--- src/hdl/tcfe_ram.sv ---
`timescale 1ns / 1ps
`default_nettype none

module tcfe_ram #(
   parameter int WIDTH = 8,
   parameter int DEPTH = 64
) (
   input  wire logic                                   clock,
   input  wire logic                                   wr_en,
   input  wire logic                                   rd_en,
   input  wire logic [(DEPTH > 1 ? $clog2(DEPTH) : 1)-1:0] addr,
   input  wire logic [WIDTH-1:0]                       wr_data,
   output      logic [WIDTH-1:0]                       rd_data
);

   logic [WIDTH-1:0] ram_ff [DEPTH];
   logic [WIDTH-1:0] rd_data_ff;

   // single port, registered read
   always_ff @(posedge clock) begin
      if (wr_en) begin
         ram_ff[addr] <= wr_data;
      end
      if (rd_en) begin
         rd_data_ff <= ram_ff[addr];
      end
   end

   assign rd_data = rd_data_ff;

endmodule

`default_nettype wire

--- config.mk ---
export PLATFORM = sky130hd
export DESIGN_NAME = tcfe_ram
export DESIGN_NICKNAME = d
export VERILOG_FILES = /design/src/hdl/tcfe_ram.sv
export SDC_FILE = /design/constraint.sdc
export NUM_CORES = 1
export LEC_CHECK = 0
export BUFFER_PORTS_ARGS = -buffer_cell sky130_fd_sc_hd__buf_2
export CORE_MARGIN = 4
export CORE_UTILIZATION = 60
export DETAILED_ROUTE_END_ITERATION = 8
export PLACE_DENSITY = 0.76
export SYNTH_ARGS = -nofsm -noshare
export SYNTH_HDL_FRONTEND = slang
export SYNTH_SLANG_ARGS = --single-unit
--- constraint.sdc ---
create_clock -name clock -period 3.2 [get_ports clock]
set_input_delay 0.48 -clock clock [delete_from_list [all_inputs] [get_ports clock]]
set_output_delay 0.48 -clock clock [all_outputs]
set_load 0.05 [all_outputs]
==> impl_table.tex, run 1 <==
\begin{tabular}{lr}
\hline
Metric & Value \\
\hline
\multicolumn{2}{l}{\textbf{Clocking}} \\
Total of cells resized after clock tree synthesis & 0 \\
TritonCTS clock tree & yes \\
Clk Latency, worst-skew pair & 560 ps \\
Number of levels the H-tree was split into & 2 \\
Clock input transition at the sequential cells of the worst setup and hold paths & 60 ps \\
Setup Fix Bufs, Post-CTS & 0 \\
Largest buffer count on any clock path & 3 \\
Total CTS buffers & 50 \\
Clock tree root driver cell & clkbuf\_16 \\
Cts-stage hold buffer count & 0 \\
Clock sinks & 520 \\
\multicolumn{2}{l}{\textbf{Synth}} \\
Fraction of post-synthesis cell area in the top cell type by area & 76.1\% \\
Combined area of all synthesized cells & 0.0205 mm2 \\
Post-synthesis cell count & 1,171 \\
Cell taking the most area after synthesis & edfxtp\_1 \\
Sequential-to-total area share from yosys stat & 76.1\% \\
Most instantiated library cell after synthesis & edfxtp\_1 \\
Top cells by area, synth & edfxtp\_1 (76\%), mux4\_2 (4.5\%), mux2i\_1 (3.1\%) \\
Basic-gate share of the synthesized area counting and, or, nand and nor cells & 5.69\% \\
Number of synthesized flops with an enable pin & 520 \\
Most common flop cell mapped by yosys & edfxtp\_1 \\
Number of distinct standard cells referenced by the synthesized netlist & 55 \\
Post-synthesis mux area share & 8.23\% \\
Main combinational cell family by area after synthesis & multiplexers \\
Share of the synthesized area in compound gates (AO/OA/AOI/OAI) & 8.04\% \\
Post-Synthesis Net Count & 1,188 \\
Synth Warn \# & 0 \\
Count of state elements after synthesis & 520 \\
Most numerous cell types in the synthesized netlist & edfxtp\_1 (520), nor2\_1 (82), mux2i\_1 (63) \\
Xor-xnor portion of the synthesized cell area & 0\% \\
Average footprint of a synthesized cell & 17.5 um2 \\
Adder-cell share of the synthesized area & 0\% \\
Share of flip-flops with an asynchronous set or reset & 0\% \\
\multicolumn{2}{l}{\textbf{STA}} \\
Final-report setup violation count & 0 \\
Slew margin rel. & 15.4\% \\
Final number of max-transition violations & 0 \\
Pin slew with the least headroom to its limit & 1270 ps \\
Minimum clock period & 2840 ps \\
Highest clock frequency the design can meet & 352 MHz \\
Final worst setup slack & 363 ps \\
Unrepaired setup endpoints after global routing & false \\
Final worst-path cycle share & 88.7\% \\
Worst Skew & 17.3 ps \\
Number of failing hold endpoints at the final stage & 0 \\
\multicolumn{2}{l}{\textbf{Place}} \\
HPWL reported at the end of detailed placement & 32,300 um \\
Routability congestion estimate from global placement & 0.900 \\
Placed Instance Area & 0.0220 mm2 \\
Worst slack at placement & -55.3 ps \\
Placed Cells & 1,703 \\
Port Buf Inserts & 24 \\
\multicolumn{2}{l}{\textbf{Final layout}} \\
Share of post-route cells with drive strength above 1 & 21.2\% \\
Antenna Cells & 0 \\
Layout filler cell count & 2,041 \\
Utilization after layout & 69.9\% \\
Final Instance Count excl. Fillers & 1,792 \\
Design Area, Final & 0.0235 mm2 \\
Post-layout nets & 1,324 \\
Area Growth Syn to Fin & 14.5\% \\
\multicolumn{2}{l}{\textbf{Pwr}} \\
Leakage power figure & 7.81 nW \\
Power density over the cells & 593 mW/mm2 \\
Worst voltage drop across the vdd grid & 0.508 mV \\
\multicolumn{2}{l}{\textbf{Floorplanning}} \\
Initial core utilization & 61.1\% \\
Floorplan core area & 0.0336 mm2 \\
Die footprint & 0.0372 mm2 \\
Chip width & 193 um \\
Core Rows & 67 \\
I/O pin count & 25 \\
Die boundary height & 193 um \\
\multicolumn{2}{l}{\textbf{Global routing}} \\
Initial antenna violation count & 2 \\
Met1 Track Usage GR & 38.9\% \\
Met3 GRT Util & 6.64\% \\
Met2 capacity usage during global routing & 43.7\% \\
Pin count of the biggest net entering global routing & 65 \\
Vias in the first global route & 11,824 \\
Wire length of the first global-routing pass & 75,800 um \\
Gr usage total & 27.9\% \\
Gr busiest metal & met2 \\
Grt total ovfl & 0 \\
\multicolumn{2}{l}{\textbf{Run status}} \\
Outcome & finished clean \\
\multicolumn{2}{l}{\textbf{Critical path}} \\
Required time reported for the critical path endpoint & 3490 ps \\
Critical path's most frequent cell & buf\_4 \\
CP Max Fanout & 32 \\
Setup crit start & addr[1] \\
Type of element launching the critical path & input port \\
Gate family responsible for the most delay along the worst path & compound AO/OA/AOI/OAI gates \\
Worst path max stage delay & 650 ps \\
Critical Path End Type & flip-flop \\
Class of the most critical setup path & input port to flip-flop \\
Crit path depth & 8 \\
CP Buf/Inv Count & 3 \\
Crit path arrival time & 3130 ps \\
Depth of the most critical reg-to-reg path & 5 \\
RR Startpoint & ram\_ff[17][6] \\
Library cell contributing the largest single delay on the critical path & o31ai\_1 \\
Worst-path cell chain & buf\_4, buf\_12, buf\_4, nand2b\_1, o22ai\_1, o31ai\_1, o221ai\_1, or4\_1 \\
\multicolumn{2}{l}{\textbf{Routing}} \\
DRC violation count after routing & 0 \\
Via density per instance & 6.73 \\
First-pass DRT Iterations & 6 \\
Detailed-route wire length per cell & 28.9 um \\
Post-detailed-routing wire length & 51,700 um \\
DRC marker count from the first detailed-route iteration & 1,875 \\
Vias & 12,060 \\
Remaining number of nets flagged by the antenna check after routing & 0 \\
\multicolumn{2}{l}{\textbf{Worst hold path}} \\
Worst min-delay path class & input port to flip-flop \\
Number of cells traversed by the worst hold path & 1 \\
Startpoint of the lowest-slack hold path & wr\_data[7] \\
\multicolumn{2}{l}{\textbf{Job}} \\
MaxCap Viol Count & 0 \\
\hline
\end{tabular}
[cell families after synthesis]
family / after synthesis
simple gates: 229
mux: 116
buf+inv: 84
compound gates: 222
flops: 520
[through the flow]
| stage | setup TNS (ps) | hold slack (ps) | power (mW) |
|---|---|---|---|
| global route | 0 | 154 | 14.3 |
| detailed placement | -55.3 | 720 | 8.54 |
| global placement | 0 | 714 | 8.52 |
| finish | 0 | 160 | 13.9 |
| CTS | 0 | 144 | 14.0 |
| floorplan | 0 | 579 | 8.16 |
[worst reg2reg max path: cells and delay by family (launching register included)]
kind               cells  cell delay, ps
and+or+nand+nor        1             450
DFF                    1             370
AOI/OAI and AO/OA      3            1060
muxes                  1             280
[cell type report]
class	instances	area (um2)	share of cell area, %
Multi-Input combinational cell	567	4510	19.2
Clock buffer	66	1330	5.67
Inverter	3	11.3	0.0479
Timing Repair Buffer	165	1290	5.49
Sequential cell	520	15600	66.4
Tap cell	448	561	2.38
Clock inverter	23	183	0.777
[cell usage in the layout, fill, tap and decap left out, types with 10 or more instances in the layout]
cell type,instances
a22o_1,10
a31oi_1,15
edfxtp_1,520
a22oi_1,40
o22ai_1,22
buf_2,21
mux2i_1,63
a221oi_1,21
nand3b_1,12
nand2b_1,24
nand2_1,45
mux4_2,41
o22a_1,11
clkbuf_1,15
clkinv_1,11
buf_4,135
nor2_1,81
a221o_1,11
clkbuf_16,51
a21oi_1,28
[sequential cells by signal (all words and copies together) (netlist names)]
name     cells
ram_ff     512
rd_data      8
[final timing paths]
| path | end | slack [ps] |
|---|---|---|
| worst max register to register | rd_data[6] | 790 |
| worst min register to register | rd_data[2] | 760 |
| worst max-delay path | rd_data[6] | 360 |
| worst min-delay path | ram_ff[41][7] | 160 |
[routing by layer]
metal	vias up	routed length, um	part of all wire [%]
li1	5029	-	-
met1	6025	19200	37
met2	839	24300	47
met3	163	5880	11
met4	4	2320	4.5
met5	-	21	0.041
[where the power goes]
| group | total [mW] | switching (mW) | internal [mW] |
|---|---|---|---|
| sequential | 7.58 | 0.0202 | 7.56 |
| clock | 5.53 | 2.37 | 3.15 |
| combinational | 0.843 | 0.564 | 0.279 |
| total | 13.9 | 2.96 | 11.0 |
(Power assumes the default switching activity.)
==> run 2, diff against run 1 <==
--- a/config.mk
+++ b/config.mk
@@ -10,6 +10,7 @@
 export CORE_UTILIZATION = 60
 export DETAILED_ROUTE_END_ITERATION = 8
 export PLACE_DENSITY = 0.76
+export REMOVE_ABC_BUFFERS = 1
 export SYNTH_ARGS = -nofsm -noshare
 export SYNTH_HDL_FRONTEND = slang
 export SYNTH_SLANG_ARGS = --single-unit
==> run 2 against run 1 <==
Fmax up 0.43%. Via count up 1.5%. First-iteration DRC count down 8.4%. Sequential share of layout area down 0.28 points. Largest power group unchanged. Setup slack better by 12 ps. Register-to-register slack worse by 90 ps. Largest cell class unchanged. Combinational power about the same. Cell count about the same. Critical path type unchanged.
==> impl_table.tex, run 2 (synthesis gave the netlist of run 1 again) <==
\begin{tabular}{lr}
\hline
Metric & Value \\
\hline
\multicolumn{2}{l}{\textbf{Place}} \\
HPWL reported at the end of detailed placement & 32,900 um \\
Worst slack at placement & 32.4 ps \\
Routability congestion estimate from global placement & 0.940 \\
Port Buf Inserts & 24 \\
\multicolumn{2}{l}{\textbf{Floorplanning}} \\
Core Rows & 67 \\
Die boundary height & 193 um \\
Floorplan core area & 0.0336 mm2 \\
Initial core utilization & 61.1\% \\
I/O pin count & 25 \\
Die footprint & 0.0372 mm2 \\
Chip width & 193 um \\
\multicolumn{2}{l}{\textbf{Routing}} \\
Remaining number of nets flagged by the antenna check after routing & 0 \\
Post-detailed-routing wire length & 52,400 um \\
Detailed-route wire length per cell & 29.2 um \\
DRC violation count after routing & 0 \\
First-pass DRT Iterations & 5 \\
Vias & 12,238 \\
DRC marker count from the first detailed-route iteration & 1,717 \\
Via density per instance & 6.83 \\
\multicolumn{2}{l}{\textbf{STA}} \\
Highest clock frequency the design can meet & 354 MHz \\
Slew margin rel. & 14.8\% \\
Final-report setup violation count & 0 \\
Final worst setup slack & 375 ps \\
Number of failing hold endpoints at the final stage & 0 \\
Final worst-path cycle share & 88.3\% \\
Minimum clock period & 2830 ps \\
Pin slew with the least headroom to its limit & 1280 ps \\
Accumulated negative setup slack & 0 ps \\
Worst Skew & 21.1 ps \\
Final number of max-transition violations & 0 \\
Unrepaired setup endpoints after global routing & false \\
\multicolumn{2}{l}{\textbf{Final layout}} \\
Max FFs per register & 512 \\
Post-layout nets & 1,323 \\
Share of post-route cells with drive strength above 1 & 21.8\% \\
Most frequent cells in the layout & edfxtp\_1 (520), buf\_4 (137), nor2\_1 (81) \\
Area Growth Syn to Fin & 15.0\% \\
Antenna Cells & 0 \\
Most frequent standard cell in the layout excluding fill and tap cells & edfxtp\_1 \\
Register bank with the most flops & ram\_ff \\
\multicolumn{2}{l}{\textbf{Global routing}} \\
Grt total ovfl & 0 \\
Gr usage total & 28.5\% \\
Initial antenna violation count & 1 \\
Wire length of the first global-routing pass & 77,700 um \\
Vias in the first global route & 12,094 \\
Pin count of the biggest net entering global routing & 65 \\
\multicolumn{2}{l}{\textbf{Clocking}} \\
Clock input transition at the sequential cells of the worst setup and hold paths & 60 ps \\
Largest buffer count on any clock path & 3 \\
Clock sinks & 520 \\
Setup Fix Bufs, Post-CTS & 0 \\
Clock tree root driver cell & clkbuf\_16 \\
Total of cells resized after clock tree synthesis & 0 \\
Number of levels the H-tree was split into & 2 \\
Clk Latency, worst-skew pair & 570 ps \\
Cts-stage hold buffer count & 0 \\
TritonCTS clock tree & yes \\
Total CTS buffers & 51 \\
\multicolumn{2}{l}{\textbf{Run status}} \\
Outcome & finished clean \\
\multicolumn{2}{l}{\textbf{Critical path}} \\
CP Buf/Inv Count & 2 \\
Worst path max stage delay & 870 ps \\
Crit path arrival time & 3260 ps \\
Worst-path cell chain & buf\_4, buf\_12, nor2\_1, a22oi\_1, and3\_1, o311ai\_0, or4\_1 \\
Library cell contributing the largest single delay on the critical path & nor2\_1 \\
CP Max Fanout & 21 \\
Class of the most critical setup path & input port to flip-flop \\
Required time reported for the critical path endpoint & 3640 ps \\
Critical Path End Type & flip-flop \\
Gate family responsible for the most delay along the worst path & simple AND/OR/NAND/NOR gates \\
Type of element launching the critical path & input port \\
\multicolumn{2}{l}{\textbf{Pwr}} \\
Total power & 14.4 mW \\
Power density over the cells & 612 mW/mm2 \\
Worst voltage drop across the vdd grid & 0.493 mV \\
Leakage power figure & 7.85 nW \\
\multicolumn{2}{l}{\textbf{Job}} \\
MaxCap Viol Count & 0 \\
\multicolumn{2}{l}{\textbf{Worst hold path}} \\
Worst min-delay path class & input port to flip-flop \\
\hline
\end{tabular}
[run 2: cell types whose count changed in the layout (fill, tap and decap cells not counted)]
cell	before	now
bufinv_16	3	8
buf_4	135	137
clkinvlp_4	1	4
clkinv_1	11	8
buf_12	8	4
inv_6	1	3
clkbuf_1	15	11
[run 2: final cells by class]
cell class	instances	area [um2]
timing repair buffer	163	1220
clock inverter	30	362
fill	2033	10000
sequential	520	15600
multi-input combinational	567	4510
inverter	3	11.3
clock buffer	62	1320
tap	448	561
[run 2: routing by layer]
metal | vias up | share of wire (%) | GRT usage [%]
li1 | 5026 | - | -
met2 | 912 | 48 | 46.0
met5 | - | 0.013 | 0
met1 | 6125 | 37 | 39.5
met4 | 2 | 4.2 | 9.75
met3 | 173 | 12 | 6.30
[run 2: path summary, 6_finish.rpt]
kind                startpoint            end  slack, ps  depth (start not counted)
setup / recovery       addr[1]     rd_data[1]        370                          7
hold / removal      wr_data[1]  ram_ff[53][1]        120                          1
setup reg to reg  ram_ff[2][7]     rd_data[7]        700                          5
hold reg to reg   ram_ff[3][4]     rd_data[4]        740                          3
[run 2: where the power goes]
| part | internal [mW] | switching, mW |
|---|---|---|
| clock | 3.57 | 2.45 |
| combinational | 0.271 | 0.572 |
| sequential | 7.56 | 0.0197 |
[run 2: metrics by stage]
stage	instance area, um2	hold slack [ps]	std cells	util [%]
2_1_floorplan	20100	579	1090	-
3_3_place_gp	21900	684	1701	65.2
3_5_place_dp	21900	687	1701	65.2
4_1_cts	23600	110	1793	70.2
5_1_grt	23600	124	1793	70.2
6_report	23600	123	1793	70.2
